`config.mk`:
```
export PLATFORM = sky130hd
export DESIGN_NAME = hsv_to_ws2812_encoder_unit_flat
export DESIGN_NICKNAME = d
export VERILOG_FILES = /design/src/sv/hsvws_pkg.sv /design/src/sv/hsvws_if.sv /design/src/sv/hsvws_front.sv /design/src/sv/hsvws_queue.sv /design/src/sv/hsvws_serial.sv /design/src/sv/hsv_to_ws2812_encoder_unit.sv /design/src/flat_wrapper.sv
export VERILOG_INCLUDE_DIRS = /design/src /design/src/sv
export SDC_FILE = /design/constraint.sdc
export NUM_CORES = 2
export LEC_CHECK = 0
export ABC_AREA = 1
export BUFFER_PORTS_ARGS = -buffer_cell sky130_fd_sc_hd__buf_2
export CAP_MARGIN = 5
export CORE_MARGIN = 2
export CORE_UTILIZATION = 45
export CTS_CLUSTER_DIAMETER = 100
export DETAILED_ROUTE_END_ITERATION = 16
export GPL_ROUTABILITY_DRIVEN = 0
export PLACE_DENSITY = 0.58
export RECOVER_POWER = 50
export SYNTH_ARGS = -nofsm -noshare
export SYNTH_HDL_FRONTEND = slang
export SYNTH_SLANG_ARGS = --single-unit
```
`constraint.sdc`:
```
create_clock -name clock -period 19.4 [get_ports clock]
set_input_delay 1.94 -clock clock [delete_from_list [all_inputs] [get_ports clock]]
set_output_delay 1.94 -clock clock [all_outputs]
set_load 0.02 [all_outputs]
```
`src/sv/hsv_to_ws2812_encoder_unit_assert.svh`:
```
`ifndef HSV_TO_WS2812_ENCODER_UNIT_ASSERT_SVH
`define HSV_TO_WS2812_ENCODER_UNIT_ASSERT_SVH

// Same-cycle implication, checked on every clock edge outside reset
`define HSVWS_ASSERT_IMP(lbl, ante, cons) \
   lbl: assert property (@(posedge clock) disable iff (reset) (ante) |-> (cons)) \
      else $error("hsvws check failed");

// Next-cycle implication
`define HSVWS_ASSERT_NXT(lbl, ante, cons) \
   lbl: assert property (@(posedge clock) disable iff (reset) (ante) |=> (cons)) \
      else $error("hsvws check failed");

`endif

```
`src/sv/hsvws_pkg.sv`:
```
package hsvws_pkg;

   // field widths
   localparam int BYTE_W      = 8;
   localparam int HUE_W       = 13;
   localparam int REM_W       = 10;
   localparam int SEC_W       = 3;
   localparam int TERM_W      = 18;
   localparam int PROD_W      = 26;
   localparam int FRAC_Y_W    = 20;
   localparam int RECIP_W     = 21;
   localparam int CSR_IDX_W   = 2;

   // hexcone arithmetic
   localparam int HUE_PER_SECTOR = 960;
   localparam int SECTOR_COUNT   = 6;
   localparam int SECTOR_MAX_RAW = 8;
   localparam int FULL_SCALE     = 255;
   localparam int FRAC_SCALE     = FULL_SCALE * HUE_PER_SECTOR;
   localparam int FRAC_SHIFT     = 6;
   localparam int FRAC_DIV       = FRAC_SCALE / (1 << FRAC_SHIFT);
   localparam int RECIP_SHIFT    = 32;
   // floor(2^32 / 3825)
   localparam logic [RECIP_W-1:0] FRAC_RECIP = 21'd1122867;

   // result stream
   localparam int RESULT_COUNT = 26;
   localparam int IDX_W        = $clog2(RESULT_COUNT);
   localparam logic [IDX_W-1:0] IDX_LEAD  = '0;
   localparam logic [IDX_W-1:0] IDX_LATCH = IDX_W'(RESULT_COUNT - 1);

   // register indexes
   localparam logic [CSR_IDX_W-1:0] CSR_ONE_CODE    = 2'd0;
   localparam logic [CSR_IDX_W-1:0] CSR_ZERO_CODE   = 2'd1;
   localparam logic [CSR_IDX_W-1:0] CSR_LATCH_BYTES = 2'd2;

   localparam logic [BYTE_W-1:0] ONE_CODE_RST    = 8'd120;
   localparam logic [BYTE_W-1:0] ZERO_CODE_RST   = 8'd96;
   localparam logic [BYTE_W-1:0] LATCH_BYTES_RST = 8'd100;

   localparam int QUEUE_DEPTH = 4;

   typedef struct packed {
      logic [BYTE_W-1:0] g;
      logic [BYTE_W-1:0] r;
      logic [BYTE_W-1:0] b;
   } colour_type;

   typedef struct packed {
      logic [BYTE_W-1:0] one_code;
      logic [BYTE_W-1:0] zero_code;
      logic [BYTE_W-1:0] latch_bytes;
   } cfg_type;

   typedef struct packed {
      logic full;
      logic empty;
   } queue_stat_type;

endpackage

```
`src/sv/hsvws_if.sv`:
```
interface hsvws_req_if;
   logic                          valid;
   logic                          ready;
   logic                          action;
   logic [hsvws_pkg::HUE_W-1:0]   hue;
   logic [hsvws_pkg::BYTE_W-1:0]  saturation;
   logic [hsvws_pkg::BYTE_W-1:0]  brightness;
   logic [hsvws_pkg::BYTE_W-1:0]  red;
   logic [hsvws_pkg::BYTE_W-1:0]  green;
   logic [hsvws_pkg::BYTE_W-1:0]  blue;

   modport source (output valid, action, hue, saturation, brightness, red, green, blue,
                   input ready);
   modport sink   (input valid, action, hue, saturation, brightness, red, green, blue,
                   output ready);
endinterface

interface hsvws_rsp_if;
   logic                          valid;
   logic                          ready;
   logic [hsvws_pkg::BYTE_W-1:0]  spi_byte;
   logic [hsvws_pkg::BYTE_W-1:0]  repeat_count;
   logic                          last;

   modport source (output valid, spi_byte, repeat_count, last, input ready);
   modport sink   (input valid, spi_byte, repeat_count, last, output ready);
endinterface

interface hsvws_csr_if;
   logic                             valid;
   logic                             ready;
   logic [hsvws_pkg::CSR_IDX_W-1:0]  index;
   logic [hsvws_pkg::BYTE_W-1:0]     data;

   modport source (output valid, index, data, input ready);
   modport sink   (input valid, index, data, output ready);
endinterface

```
`src/sv/hsvws_front.sv`:
```
module hsvws_front (
   input  logic                      clock,
   input  logic                      reset,
   hsvws_req_if.sink                 req_port,
   input  hsvws_pkg::queue_stat_type q_stat,
   output logic                      q_push,
   output hsvws_pkg::colour_type     q_data
);

   localparam int STAGES = 5;

   // pipeline moves as a whole whenever the tail can leave
   logic [STAGES-1:0] vld_ff;
   logic              advance;

   assign advance        = !vld_ff[STAGES-1] || !q_stat.full;
   assign req_port.ready = advance;
   assign q_push         = vld_ff[STAGES-1] && !q_stat.full;

   always_ff @(posedge clock) begin
      if (reset) begin
         vld_ff <= '0;
      end else if (advance) begin
         vld_ff <= {vld_ff[STAGES-2:0], req_port.valid};
      end
   end

   // stage 1: input word
   logic                              act1_ff;
   logic [hsvws_pkg::HUE_W-1:0]       hue1_ff;
   logic [hsvws_pkg::BYTE_W-1:0]      sat1_ff, val1_ff;
   hsvws_pkg::colour_type             rgb1_ff;

   always_ff @(posedge clock) begin
      if (advance) begin
         act1_ff <= req_port.action;
         hue1_ff <= req_port.hue;
         sat1_ff <= req_port.saturation;
         val1_ff <= req_port.brightness;
         rgb1_ff <= '{g: req_port.green, r: req_port.red, b: req_port.blue};
      end
   end

   // sector and remainder by a compare ladder on hue
   logic [3:0]                        sec_raw;
   logic [hsvws_pkg::HUE_W-1:0]       sec_base;
   logic [hsvws_pkg::SEC_W-1:0]       sec_in;
   logic [hsvws_pkg::REM_W-1:0]       rem_in;

   always_comb begin
      sec_raw  = '0;
      sec_base = '0;
      for (int k = 1; k <= hsvws_pkg::SECTOR_MAX_RAW; k++) begin
         if (hue1_ff >= hsvws_pkg::HUE_W'(k * hsvws_pkg::HUE_PER_SECTOR)) begin
            sec_raw  = 4'(k);
            sec_base = hsvws_pkg::HUE_W'(k * hsvws_pkg::HUE_PER_SECTOR);
         end
      end
      if (sec_raw >= 4'(hsvws_pkg::SECTOR_COUNT)) begin
         sec_in = hsvws_pkg::SEC_W'(sec_raw - 4'(hsvws_pkg::SECTOR_COUNT));
      end else begin
         sec_in = hsvws_pkg::SEC_W'(sec_raw);
      end
      rem_in = hsvws_pkg::REM_W'(hue1_ff - sec_base);
   end

   // stage 2
   logic                              act2_ff;
   logic [hsvws_pkg::SEC_W-1:0]       sec2_ff;
   logic [hsvws_pkg::REM_W-1:0]       rem2_ff;
   logic [hsvws_pkg::BYTE_W-1:0]      sat2_ff, val2_ff;
   hsvws_pkg::colour_type             rgb2_ff;

   always_ff @(posedge clock) begin
      if (advance) begin
         act2_ff <= act1_ff;
         sec2_ff <= sec_in;
         rem2_ff <= rem_in;
         sat2_ff <= sat1_ff;
         val2_ff <= val1_ff;
         rgb2_ff <= rgb1_ff;
      end
   end

   // fraction terms: 244800 - s*rem, 244800 - s*(960-rem), 255 - s
   logic [hsvws_pkg::REM_W-1:0]       rem_cmp;
   logic [hsvws_pkg::TERM_W-1:0]      sr_prod, st_prod, tq_in, tt_in;
   logic [hsvws_pkg::BYTE_W-1:0]      pt_in;

   assign rem_cmp = hsvws_pkg::REM_W'(hsvws_pkg::HUE_PER_SECTOR) - rem2_ff;
   assign sr_prod = hsvws_pkg::TERM_W'(sat2_ff) * hsvws_pkg::TERM_W'(rem2_ff);
   assign st_prod = hsvws_pkg::TERM_W'(sat2_ff) * hsvws_pkg::TERM_W'(rem_cmp);
   assign tq_in   = hsvws_pkg::TERM_W'(hsvws_pkg::FRAC_SCALE) - sr_prod;
   assign tt_in   = hsvws_pkg::TERM_W'(hsvws_pkg::FRAC_SCALE) - st_prod;
   assign pt_in   = hsvws_pkg::BYTE_W'(hsvws_pkg::FULL_SCALE) - sat2_ff;

   // stage 3
   logic                              act3_ff;
   logic [hsvws_pkg::SEC_W-1:0]       sec3_ff;
   logic [hsvws_pkg::BYTE_W-1:0]      val3_ff, pt3_ff;
   logic [hsvws_pkg::TERM_W-1:0]      tq3_ff, tt3_ff;
   hsvws_pkg::colour_type             rgb3_ff;

   always_ff @(posedge clock) begin
      if (advance) begin
         act3_ff <= act2_ff;
         sec3_ff <= sec2_ff;
         val3_ff <= val2_ff;
         pt3_ff  <= pt_in;
         tq3_ff  <= tq_in;
         tt3_ff  <= tt_in;
         rgb3_ff <= rgb2_ff;
      end
   end

   // scale by value
   logic [hsvws_pkg::PROD_W-1:0]      xq_in, xt_in;
   logic [2*hsvws_pkg::BYTE_W-1:0]    xp_in;

   assign xq_in = hsvws_pkg::PROD_W'(val3_ff) * hsvws_pkg::PROD_W'(tq3_ff);
   assign xt_in = hsvws_pkg::PROD_W'(val3_ff) * hsvws_pkg::PROD_W'(tt3_ff);
   assign xp_in = (2*hsvws_pkg::BYTE_W)'(val3_ff) * (2*hsvws_pkg::BYTE_W)'(pt3_ff);

   // stage 4
   logic                              act4_ff;
   logic [hsvws_pkg::SEC_W-1:0]       sec4_ff;
   logic [hsvws_pkg::BYTE_W-1:0]      val4_ff;
   logic [hsvws_pkg::PROD_W-1:0]      xq4_ff, xt4_ff;
   logic [2*hsvws_pkg::BYTE_W-1:0]    xp4_ff;
   hsvws_pkg::colour_type             rgb4_ff;

   always_ff @(posedge clock) begin
      if (advance) begin
         act4_ff <= act3_ff;
         sec4_ff <= sec3_ff;
         val4_ff <= val3_ff;
         xq4_ff  <= xq_in;
         xt4_ff  <= xt_in;
         xp4_ff  <= xp_in;
         rgb4_ff <= rgb3_ff;
      end
   end

   // /244800 = >>6 then /3825 by reciprocal (estimate low by at most one);
   // /255 on a 16-bit product as (x + x>>8 + 1) >> 8
   localparam int EST_W = hsvws_pkg::FRAC_Y_W + hsvws_pkg::RECIP_W;

   logic [hsvws_pkg::FRAC_Y_W-1:0]    yq_in, yt_in;
   logic [EST_W-1:0]                  eq_prod, et_prod;
   logic [2*hsvws_pkg::BYTE_W:0]      p_sum;

   assign yq_in   = xq4_ff[hsvws_pkg::PROD_W-1:hsvws_pkg::FRAC_SHIFT];
   assign yt_in   = xt4_ff[hsvws_pkg::PROD_W-1:hsvws_pkg::FRAC_SHIFT];
   assign eq_prod = EST_W'(yq_in) * EST_W'(hsvws_pkg::FRAC_RECIP);
   assign et_prod = EST_W'(yt_in) * EST_W'(hsvws_pkg::FRAC_RECIP);
   assign p_sum   = (2*hsvws_pkg::BYTE_W+1)'(xp4_ff)
                  + (2*hsvws_pkg::BYTE_W+1)'(xp4_ff[2*hsvws_pkg::BYTE_W-1:hsvws_pkg::BYTE_W])
                  + (2*hsvws_pkg::BYTE_W+1)'(1);

   // stage 5
   logic                              act5_ff;
   logic [hsvws_pkg::SEC_W-1:0]       sec5_ff;
   logic [hsvws_pkg::BYTE_W-1:0]      val5_ff, p5_ff, eq5_ff, et5_ff;
   logic [hsvws_pkg::FRAC_Y_W-1:0]    yq5_ff, yt5_ff;
   hsvws_pkg::colour_type             rgb5_ff;

   always_ff @(posedge clock) begin
      if (advance) begin
         act5_ff <= act4_ff;
         sec5_ff <= sec4_ff;
         val5_ff <= val4_ff;
         p5_ff   <= p_sum[2*hsvws_pkg::BYTE_W-1:hsvws_pkg::BYTE_W];
         eq5_ff  <= eq_prod[hsvws_pkg::RECIP_SHIFT+hsvws_pkg::BYTE_W-1:hsvws_pkg::RECIP_SHIFT];
         et5_ff  <= et_prod[hsvws_pkg::RECIP_SHIFT+hsvws_pkg::BYTE_W-1:hsvws_pkg::RECIP_SHIFT];
         yq5_ff  <= yq_in;
         yt5_ff  <= yt_in;
         rgb5_ff <= rgb4_ff;
      end
   end

   // correct the estimates and pick channels by sector
   logic [hsvws_pkg::FRAC_Y_W-1:0]    rq, rt;
   logic [hsvws_pkg::BYTE_W-1:0]      q_val, t_val;
   hsvws_pkg::colour_type             hsv_rgb;

   always_comb begin
      rq = yq5_ff - hsvws_pkg::FRAC_Y_W'(eq5_ff) * hsvws_pkg::FRAC_Y_W'(hsvws_pkg::FRAC_DIV);
      rt = yt5_ff - hsvws_pkg::FRAC_Y_W'(et5_ff) * hsvws_pkg::FRAC_Y_W'(hsvws_pkg::FRAC_DIV);
      q_val = (rq >= hsvws_pkg::FRAC_Y_W'(hsvws_pkg::FRAC_DIV)) ? eq5_ff + 8'd1 : eq5_ff;
      t_val = (rt >= hsvws_pkg::FRAC_Y_W'(hsvws_pkg::FRAC_DIV)) ? et5_ff + 8'd1 : et5_ff;
      unique case (sec5_ff)
         3'd0:    hsv_rgb = '{r: val5_ff, g: t_val,   b: p5_ff};
         3'd1:    hsv_rgb = '{r: q_val,   g: val5_ff, b: p5_ff};
         3'd2:    hsv_rgb = '{r: p5_ff,   g: val5_ff, b: t_val};
         3'd3:    hsv_rgb = '{r: p5_ff,   g: q_val,   b: val5_ff};
         3'd4:    hsv_rgb = '{r: t_val,   g: p5_ff,   b: val5_ff};
         default: hsv_rgb = '{r: val5_ff, g: p5_ff,   b: q_val};
      endcase
      q_data = act5_ff ? rgb5_ff : hsv_rgb;
   end

endmodule

```
`src/sv/hsvws_queue.sv`:
```
module hsvws_queue #(
   parameter int Depth = hsvws_pkg::QUEUE_DEPTH
) (
   input  logic                      clock,
   input  logic                      reset,
   input  logic                      push,
   input  hsvws_pkg::colour_type     push_data,
   input  logic                      pop,
   output hsvws_pkg::colour_type     head,
   output hsvws_pkg::queue_stat_type stat
);

   localparam int PTR_W = (Depth > 1) ? $clog2(Depth) : 1;
   localparam int CNT_W = $clog2(Depth + 1);

   hsvws_pkg::colour_type mem_ff [Depth];
   logic [PTR_W-1:0]      wr_ptr_ff, rd_ptr_ff;
   logic [CNT_W-1:0]      cnt_ff;

   assign stat.full  = (cnt_ff == CNT_W'(Depth));
   assign stat.empty = (cnt_ff == '0);
   assign head       = mem_ff[rd_ptr_ff];

   // storage
   always_ff @(posedge clock) begin
      if (push) begin
         mem_ff[wr_ptr_ff] <= push_data;
      end
   end

   // pointers and fill count
   always_ff @(posedge clock) begin
      if (reset) begin
         wr_ptr_ff <= '0;
         rd_ptr_ff <= '0;
         cnt_ff    <= '0;
      end else begin
         if (push) begin
            wr_ptr_ff <= (wr_ptr_ff == PTR_W'(Depth - 1)) ? '0 : wr_ptr_ff + 1'b1;
         end
         if (pop) begin
            rd_ptr_ff <= (rd_ptr_ff == PTR_W'(Depth - 1)) ? '0 : rd_ptr_ff + 1'b1;
         end
         if (push && !pop) begin
            cnt_ff <= cnt_ff + 1'b1;
         end else if (pop && !push) begin
            cnt_ff <= cnt_ff - 1'b1;
         end
      end
   end

endmodule

```
`src/sv/hsvws_serial.sv`:
```
module hsvws_serial (
   input  logic                      clock,
   input  logic                      reset,
   input  hsvws_pkg::cfg_type        cfg,
   input  hsvws_pkg::colour_type     head,
   input  hsvws_pkg::queue_stat_type q_stat,
   output logic                      pop,
   hsvws_rsp_if.source               rsp_port
);

   localparam int SHR_W = 3 * hsvws_pkg::BYTE_W;

   logic                          busy_ff;
   logic [hsvws_pkg::IDX_W-1:0]   idx_ff;
   logic [SHR_W-1:0]              shr_ff;
   logic                          out_vld_ff;
   logic [hsvws_pkg::BYTE_W-1:0]  byte_ff, rep_ff;
   logic                          last_ff;

   logic out_free, emit, emit_last;

   assign out_free  = !out_vld_ff || rsp_port.ready;
   assign emit      = busy_ff && out_free;
   assign emit_last = emit && (idx_ff == hsvws_pkg::IDX_LATCH);
   // next colour is taken when idle, or as the latch word of the current one leaves
   assign pop       = !q_stat.empty && (!busy_ff || emit_last);

   assign rsp_port.valid        = out_vld_ff;
   assign rsp_port.spi_byte     = byte_ff;
   assign rsp_port.repeat_count = rep_ff;
   assign rsp_port.last         = last_ff;

   // sequencing
   always_ff @(posedge clock) begin
      if (reset) begin
         busy_ff <= 1'b0;
         idx_ff  <= '0;
      end else if (pop) begin
         busy_ff <= 1'b1;
         idx_ff  <= '0;
      end else if (emit) begin
         idx_ff <= idx_ff + 1'b1;
         if (emit_last) begin
            busy_ff <= 1'b0;
         end
      end
   end

   // colour bits, G then R then B, MSB first
   always_ff @(posedge clock) begin
      if (pop) begin
         shr_ff <= head;
      end else if (emit && idx_ff != hsvws_pkg::IDX_LEAD) begin
         shr_ff <= {shr_ff[SHR_W-2:0], 1'b0};
      end
   end

   // output register
   always_ff @(posedge clock) begin
      if (reset) begin
         out_vld_ff <= 1'b0;
      end else if (emit) begin
         out_vld_ff <= 1'b1;
      end else if (rsp_port.ready) begin
         out_vld_ff <= 1'b0;
      end
   end

   always_ff @(posedge clock) begin
      if (emit) begin
         unique if (idx_ff == hsvws_pkg::IDX_LEAD) begin
            byte_ff <= '0;
            rep_ff  <= 8'd1;
            last_ff <= 1'b0;
         end else if (idx_ff == hsvws_pkg::IDX_LATCH) begin
            byte_ff <= '0;
            rep_ff  <= cfg.latch_bytes;
            last_ff <= 1'b1;
         end else begin
            byte_ff <= shr_ff[SHR_W-1] ? cfg.one_code : cfg.zero_code;
            rep_ff  <= 8'd1;
            last_ff <= 1'b0;
         end
      end
   end

endmodule

```
`src/sv/hsv_to_ws2812_encoder_unit.sv`:
```
// HSV/RGB colour to WS2812 SPI byte encoder. Each accepted colour word (HSV with hue in
// 1/16 degree, or direct RGB) yields 26 result words: a zero byte, 24 pulse-code bytes
// for G, R, B MSB first, and a zero byte whose repeat count is latch_bytes, flagged
// last. Result words leave at up to one per cycle while the sink is ready, and the
// result serializer takes the next colour as the latch word of the current one leaves.
// The HSV path is a five-stage pipeline feeding a QueueDepth-entry colour queue, so
// input is taken while earlier colours are still being sent. Registers are to be
// written over csr_port only while the block is idle; the block itself does not
// enforce this. Writes to an unknown index are dropped.
`include "hsv_to_ws2812_encoder_unit_assert.svh"

module hsv_to_ws2812_encoder_unit #(
   parameter int QueueDepth = hsvws_pkg::QUEUE_DEPTH
) (
   input  logic          clock,
   input  logic          reset,
   hsvws_req_if.sink     req_port,
   hsvws_rsp_if.source   rsp_port,
   hsvws_csr_if.sink     csr_port
);

   hsvws_pkg::cfg_type        cfg_ff;
   hsvws_pkg::colour_type     q_data, q_head;
   hsvws_pkg::queue_stat_type q_stat;
   logic                      q_push, q_pop;

   // register file
   assign csr_port.ready = 1'b1;

   always_ff @(posedge clock) begin
      if (reset) begin
         cfg_ff.one_code    <= hsvws_pkg::ONE_CODE_RST;
         cfg_ff.zero_code   <= hsvws_pkg::ZERO_CODE_RST;
         cfg_ff.latch_bytes <= hsvws_pkg::LATCH_BYTES_RST;
      end else if (csr_port.valid) begin
         unique case (csr_port.index)
            hsvws_pkg::CSR_ONE_CODE:    cfg_ff.one_code    <= csr_port.data;
            hsvws_pkg::CSR_ZERO_CODE:   cfg_ff.zero_code   <= csr_port.data;
            hsvws_pkg::CSR_LATCH_BYTES: cfg_ff.latch_bytes <= csr_port.data;
            default: ;
         endcase
      end
   end

   hsvws_front u_front (
      .clock    (clock),
      .reset    (reset),
      .req_port (req_port),
      .q_stat   (q_stat),
      .q_push   (q_push),
      .q_data   (q_data)
   );

   hsvws_queue #(
      .Depth (QueueDepth)
   ) u_queue (
      .clock     (clock),
      .reset     (reset),
      .push      (q_push),
      .push_data (q_data),
      .pop       (q_pop),
      .head      (q_head),
      .stat      (q_stat)
   );

   hsvws_serial u_serial (
      .clock    (clock),
      .reset    (reset),
      .cfg      (cfg_ff),
      .head     (q_head),
      .q_stat   (q_stat),
      .pop      (q_pop),
      .rsp_port (rsp_port)
   );

   // checks
   `HSVWS_ASSERT_IMP(a_no_push_full, q_push, !q_stat.full)
   `HSVWS_ASSERT_IMP(a_no_pop_empty, q_pop, !q_stat.empty)
   `HSVWS_ASSERT_IMP(a_latch_count, rsp_port.valid && rsp_port.last, rsp_port.repeat_count == cfg_ff.latch_bytes && rsp_port.spi_byte == '0)
   `HSVWS_ASSERT_IMP(a_single_count, rsp_port.valid && !rsp_port.last, rsp_port.repeat_count == 8'd1)

endmodule

```
`src/flat_wrapper.sv`:
```
// flat-port wrapper written by rule: the top's interface ports become plain ports
module hsv_to_ws2812_encoder_unit_flat 
#(
   parameter int QueueDepth = hsvws_pkg::QUEUE_DEPTH
)
  (clock, reset, req_port_valid, req_port_action, req_port_hue, req_port_saturation, req_port_brightness, req_port_red, req_port_green, req_port_blue, req_port_ready, rsp_port_valid, rsp_port_spi_byte, rsp_port_repeat_count, rsp_port_last, rsp_port_ready, csr_port_valid, csr_port_index, csr_port_data, csr_port_ready);
  hsvws_req_if req_port_i ();
  hsvws_rsp_if rsp_port_i ();
  hsvws_csr_if csr_port_i ();
  input  logic clock;
  input  logic reset;
  input wire logic [$bits(req_port_i.valid)-1:0] req_port_valid;
  input wire logic [$bits(req_port_i.action)-1:0] req_port_action;
  input wire logic [$bits(req_port_i.hue)-1:0] req_port_hue;
  input wire logic [$bits(req_port_i.saturation)-1:0] req_port_saturation;
  input wire logic [$bits(req_port_i.brightness)-1:0] req_port_brightness;
  input wire logic [$bits(req_port_i.red)-1:0] req_port_red;
  input wire logic [$bits(req_port_i.green)-1:0] req_port_green;
  input wire logic [$bits(req_port_i.blue)-1:0] req_port_blue;
  output wire logic [$bits(req_port_i.ready)-1:0] req_port_ready;
  output wire logic [$bits(rsp_port_i.valid)-1:0] rsp_port_valid;
  output wire logic [$bits(rsp_port_i.spi_byte)-1:0] rsp_port_spi_byte;
  output wire logic [$bits(rsp_port_i.repeat_count)-1:0] rsp_port_repeat_count;
  output wire logic [$bits(rsp_port_i.last)-1:0] rsp_port_last;
  input wire logic [$bits(rsp_port_i.ready)-1:0] rsp_port_ready;
  input wire logic [$bits(csr_port_i.valid)-1:0] csr_port_valid;
  input wire logic [$bits(csr_port_i.index)-1:0] csr_port_index;
  input wire logic [$bits(csr_port_i.data)-1:0] csr_port_data;
  output wire logic [$bits(csr_port_i.ready)-1:0] csr_port_ready;
  assign req_port_i.valid = req_port_valid;
  assign req_port_i.action = req_port_action;
  assign req_port_i.hue = req_port_hue;
  assign req_port_i.saturation = req_port_saturation;
  assign req_port_i.brightness = req_port_brightness;
  assign req_port_i.red = req_port_red;
  assign req_port_i.green = req_port_green;
  assign req_port_i.blue = req_port_blue;
  assign req_port_ready = req_port_i.ready;
  assign rsp_port_valid = rsp_port_i.valid;
  assign rsp_port_spi_byte = rsp_port_i.spi_byte;
  assign rsp_port_repeat_count = rsp_port_i.repeat_count;
  assign rsp_port_last = rsp_port_i.last;
  assign rsp_port_i.ready = rsp_port_ready;
  assign csr_port_i.valid = csr_port_valid;
  assign csr_port_i.index = csr_port_index;
  assign csr_port_i.data = csr_port_data;
  assign csr_port_ready = csr_port_i.ready;
  hsv_to_ws2812_encoder_unit #(.QueueDepth(QueueDepth)) u_core (.clock(clock), .reset(reset), .req_port(req_port_i), .rsp_port(rsp_port_i), .csr_port(csr_port_i));
endmodule
```
==> summary.md <==
| Metric | Value |
|---|---|
| Cell variety after synth | `59` |
| Clk slew on worst S/H paths | `roughly 0.060 ns` |
| Post-synthesis mux area share | `0` |
| Total track usage | `0.198` |
| Met3 GRT Util | `0.0191` |
| Synth Flop Type | `edfxtp_1` |
| Root buffer cell | `clkbuf_16` |
| Clk_lat worst skew | `around 0.64 ns` |
| Worst Clk Skew | `0.0335 ns` |
| CP endpoint | `u_core.u_front.xt4_ff[25]` |
| Fmax | `0.139 GHz` |
| Yosys warning total | `0` |
| Port bufs | `87` |
| Placement Setup Slack | `between 10 and 15 ns` |
| Min cycle time layout | `roughly 7.2 ns` |
| Share of layout cells above drive strength 1 | `0.0468` |
| Max-cap violation count | `15` |
| # setup viols final | `0` |
| Largest family of logic cells by synthesized area | `adder cells` |
| Final cycle utilization of the critical path | `0.370` |
| Reg2reg path depth | `18` |
| Seq/Total Area, Yosys | `0.303` |
| R2R Setup Slk | `12.23 ns` |
| RR Startpoint | `u_core.u_front.val3_ff[2]` |
| GRT met1 Usage | `0.265` |
| Die height | `351 um` |
| Fin nets | `7187` |
| Outcome | `complete, but fails checks` |
| Post-CTS Setup Bufs | `0` |
| Top cells by count, synth | `inv_1, nand2_1, ha_1` |
| Maximum number of pins on one net before global-route repair | `85` |
| FF+latch count, synth | `roughly 560` |
| Antenna diodes | `0` |
| R2R Path End | `u_core.u_front.xt4_ff[25]` |
| Top cells by area, synth | `edfxtp_1, fa_1, ha_1` |
| Syn Nets | `7146` |
| Post-Syn Area per Cell | `9.36 um2` |
| HPWL after DPL | `~93000 um` |
| CTS Hold Bufs | `0` |
| Most Crowded Layer GR | `met2` |
| Mapped Cells | `roughly 5800` |
| Crit Path Class | `reg -> reg` |
| Clk sinks | `561` |
| Final hold violations | `0` |
| Critical Path RT | `just under 20 ns` |
| Most instantiated library cell after synthesis | `inv_1` |
| Initial Util | `0.452` |
| First-pass GRT wire length | `194000 um` |
| Post-Synth XOR/XNOR Area | `0.0211` |
| H-Tree Depth | `3` |
| Number of buffers created by CTS | `67` |
| Die W | `approximately 350 um` |
| Failing checks | `max-capacitance violations, max-slew violations` |
| Hold path cells | `0` |
| Critical Path AT | `about 7.6 ns` |
| PostCTS Resize Cnt | `0` |
| Core footprint | `119000 um2` |
| Longest Clk Path Bufs | `3` |
| Max Slew Vio Count | `between 600 and 700` |
| Worst Path Max Fanout | `44` |
| Ys async rst share | `0` |
| Post-synthesis simple-gate area fraction | `0.134` |
| Final Routed Wirelength | `roughly 120000 um` |
| Antenna viol nets, final | `0` |
| Origin of the worst setup path | `u_core.u_front.val3_ff[2]` |
| Measured slew at the worst slew-check pin | `3.83 ns` |
| First drt pass iteration count | `7` |
| Post-synth EDFFs | `516` |
| Max-slew headroom | `-1.55` |
| Row count | `127` |
| Crit. End Element | `flip-flop` |
| Area share of the largest cell type after synthesis | `0.287` |
| Via/cell ratio | `4.91` |
| Iteration-0 DRC Markers | `approximately 2100` |
| M2 GR Usage | `0.341` |
| Sum of negative setup slack | `0 ns` |
| Post-Synth Adder-Cell Area | `0.381` |
| GR Overflow Total | `0` |
| Post-Syn Area | `54000 um2` |
| Initial antenna violation count | `3` |
| DRC errors left | `0` |
| Startpoint types | `flip-flop` |
| Vias in the first global route | `around 38000` |
| Final worst setup slack | `12.23 ns` |
| Via count | `36700` |
| RSZ-0062 raised after global routing | `false` |
| Area Growth Syn to Fin | `7.74%` |
| Die Area | `123000 um2` |
| Leading area contributor after synthesis | `edfxtp_1` |
| Hold Crit Class | `reg -> reg` |
| CTS tree | `yes` |
| Post-synthesis compound-gate area fraction | `0.0547` |
| Ports | `89` |
| WL/cell | `around 16 um` |
## worst min-delay path by stage
| stage | from | to | slack, ns |
|---|---|---|---|
| 6_report | u_core.u_front.rgb1_ff[3] | u_core.u_front.rgb2_ff[3] | 0.40 |
| 5_1_grt | u_core.u_front.rgb1_ff[20] | u_core.u_front.rgb2_ff[20] | 0.40 |
| 3_5_place_dp | u_core.u_front.rgb2_ff[1] | u_core.u_front.rgb3_ff[1] | 0.40 |
| 4_1_cts | u_core.u_front.rgb1_ff[3] | u_core.u_front.rgb2_ff[3] | 0.40 |
| 2_1_floorplan | u_core.u_front.act1_ff | u_core.u_front.act2_ff | 0.40 |
| 3_3_place_gp | u_core.u_front.sat1_ff[6] | u_core.u_front.sat2_ff[6] | 0.40 |
## per-stage QoR
step | area (um2) | instances | utilization | hold slack (ns)
global placement | 56100 | 7359 | 0.470 | 0.401
CTS | 58300 | 7482 | 0.488 | 0.403
detailed placement | 56100 | 7359 | 0.470 | 0.405
finish | 58200 | 7482 | 0.487 | 0.401
floorplan | 54000 | 5775 | - | 0.400
global route | 58200 | 7482 | 0.487 | 0.401
## metal layers
metal	up-vias	share of wire
met1	17700	0.46
li1	18200	-
met3	164	0.034
met2	655	0.48
met5	-	0
met4	0	0.028
## cell families after synthesis
group	count (synthesis)
AND/OR/NAND/NOR	1757
AO/OA/AOI/OAI	520
buffers and inverters	1504
flip-flops	561
adder cells (fa/ha/maj)	1302
other	1
XOR/XNOR	130
## worst max-delay path, stage by stage (launching register included)
cell and delay, ns:
edfxtp_1 0.32, clkbuf_1 1.90, nand2_1 0.27, fa_1 0.60, fa_1 0.55, inv_1 0.05, fa_1 0.47, inv_1 0.05
fa_1 0.48, inv_1 0.04, ha_1 0.37, nand2_1 0.10, inv_1 0.06, nand4_1 0.08, o21ai_0 0.55, a21oi_1 0.23
o31ai_1 0.43, a21oi_1 0.14, xor2_1 0.17
## state kept, by name, summed over array words and instances (netlist names), 13 cells and up, named ones only
name / count
u_core.u_queue.mem_ff: 96
u_core.cfg_ff: 24
u_core.u_front.rgb1_ff: 24
u_core.u_front.rgb2_ff: 24
u_core.u_front.rgb3_ff: 24
u_core.u_front.rgb4_ff: 24
u_core.u_front.rgb5_ff: 24
u_core.u_serial.shr_ff: 24
u_core.u_front.xq4_ff: 20
u_core.u_front.xt4_ff: 20
u_core.u_front.yq5_ff: 20
u_core.u_front.yt5_ff: 20
u_core.u_front.tq3_ff: 18
u_core.u_front.tt3_ff: 17
u_core.u_front.xp4_ff: 16
u_core.u_front.hue1_ff: 13
## cells in the final DEF (no fill, tap or decap), types with 5 or more instances in the layout
master	count
inv_1	1345
nand2_1	1058
ha_1	731
fa_1	571
edfxtp_1	516
nor2_1	385
a21oi_1	212
o21ai_0	174
nand3_1	162
xor2_1	93
buf_2	75
clkbuf_16	67
dfxtp_1	45
clkbuf_1	38
xnor2_1	37
nand4_1	36
a31oi_1	32
nor3_1	28
or2_2	19
a221oi_1	19
inv_2	17
nand2_2	16
a211oi_1	14
clkinv_1	13
o211ai_1	13
buf_4	11
nor4_1	10
clkinv_2	10
a21o_1	9
nand3b_1	9
o21bai_1	8
o21a_1	7
nor2_2	7
nor2_4	7
nand3_2	7
o2111ai_1	6
o31ai_1	6
nand2_4	5
clkinv_4	5
## cell type report
cell class                      count  area (um2)
Clock buffer                       83        1760
Clock inverter                     40         435
Fill cell                       11400       61300
Inverter                         1366        5130
Multi-Input combinational cell   3710       31900
Sequential cell                   561       16400
Tap cell                         1612        2020
Timing Repair Buffer              110         548
Power is left out: the tool's default activity adds up to more than one toggle a clock period on the data nets, which glitch-free logic cannot reach.
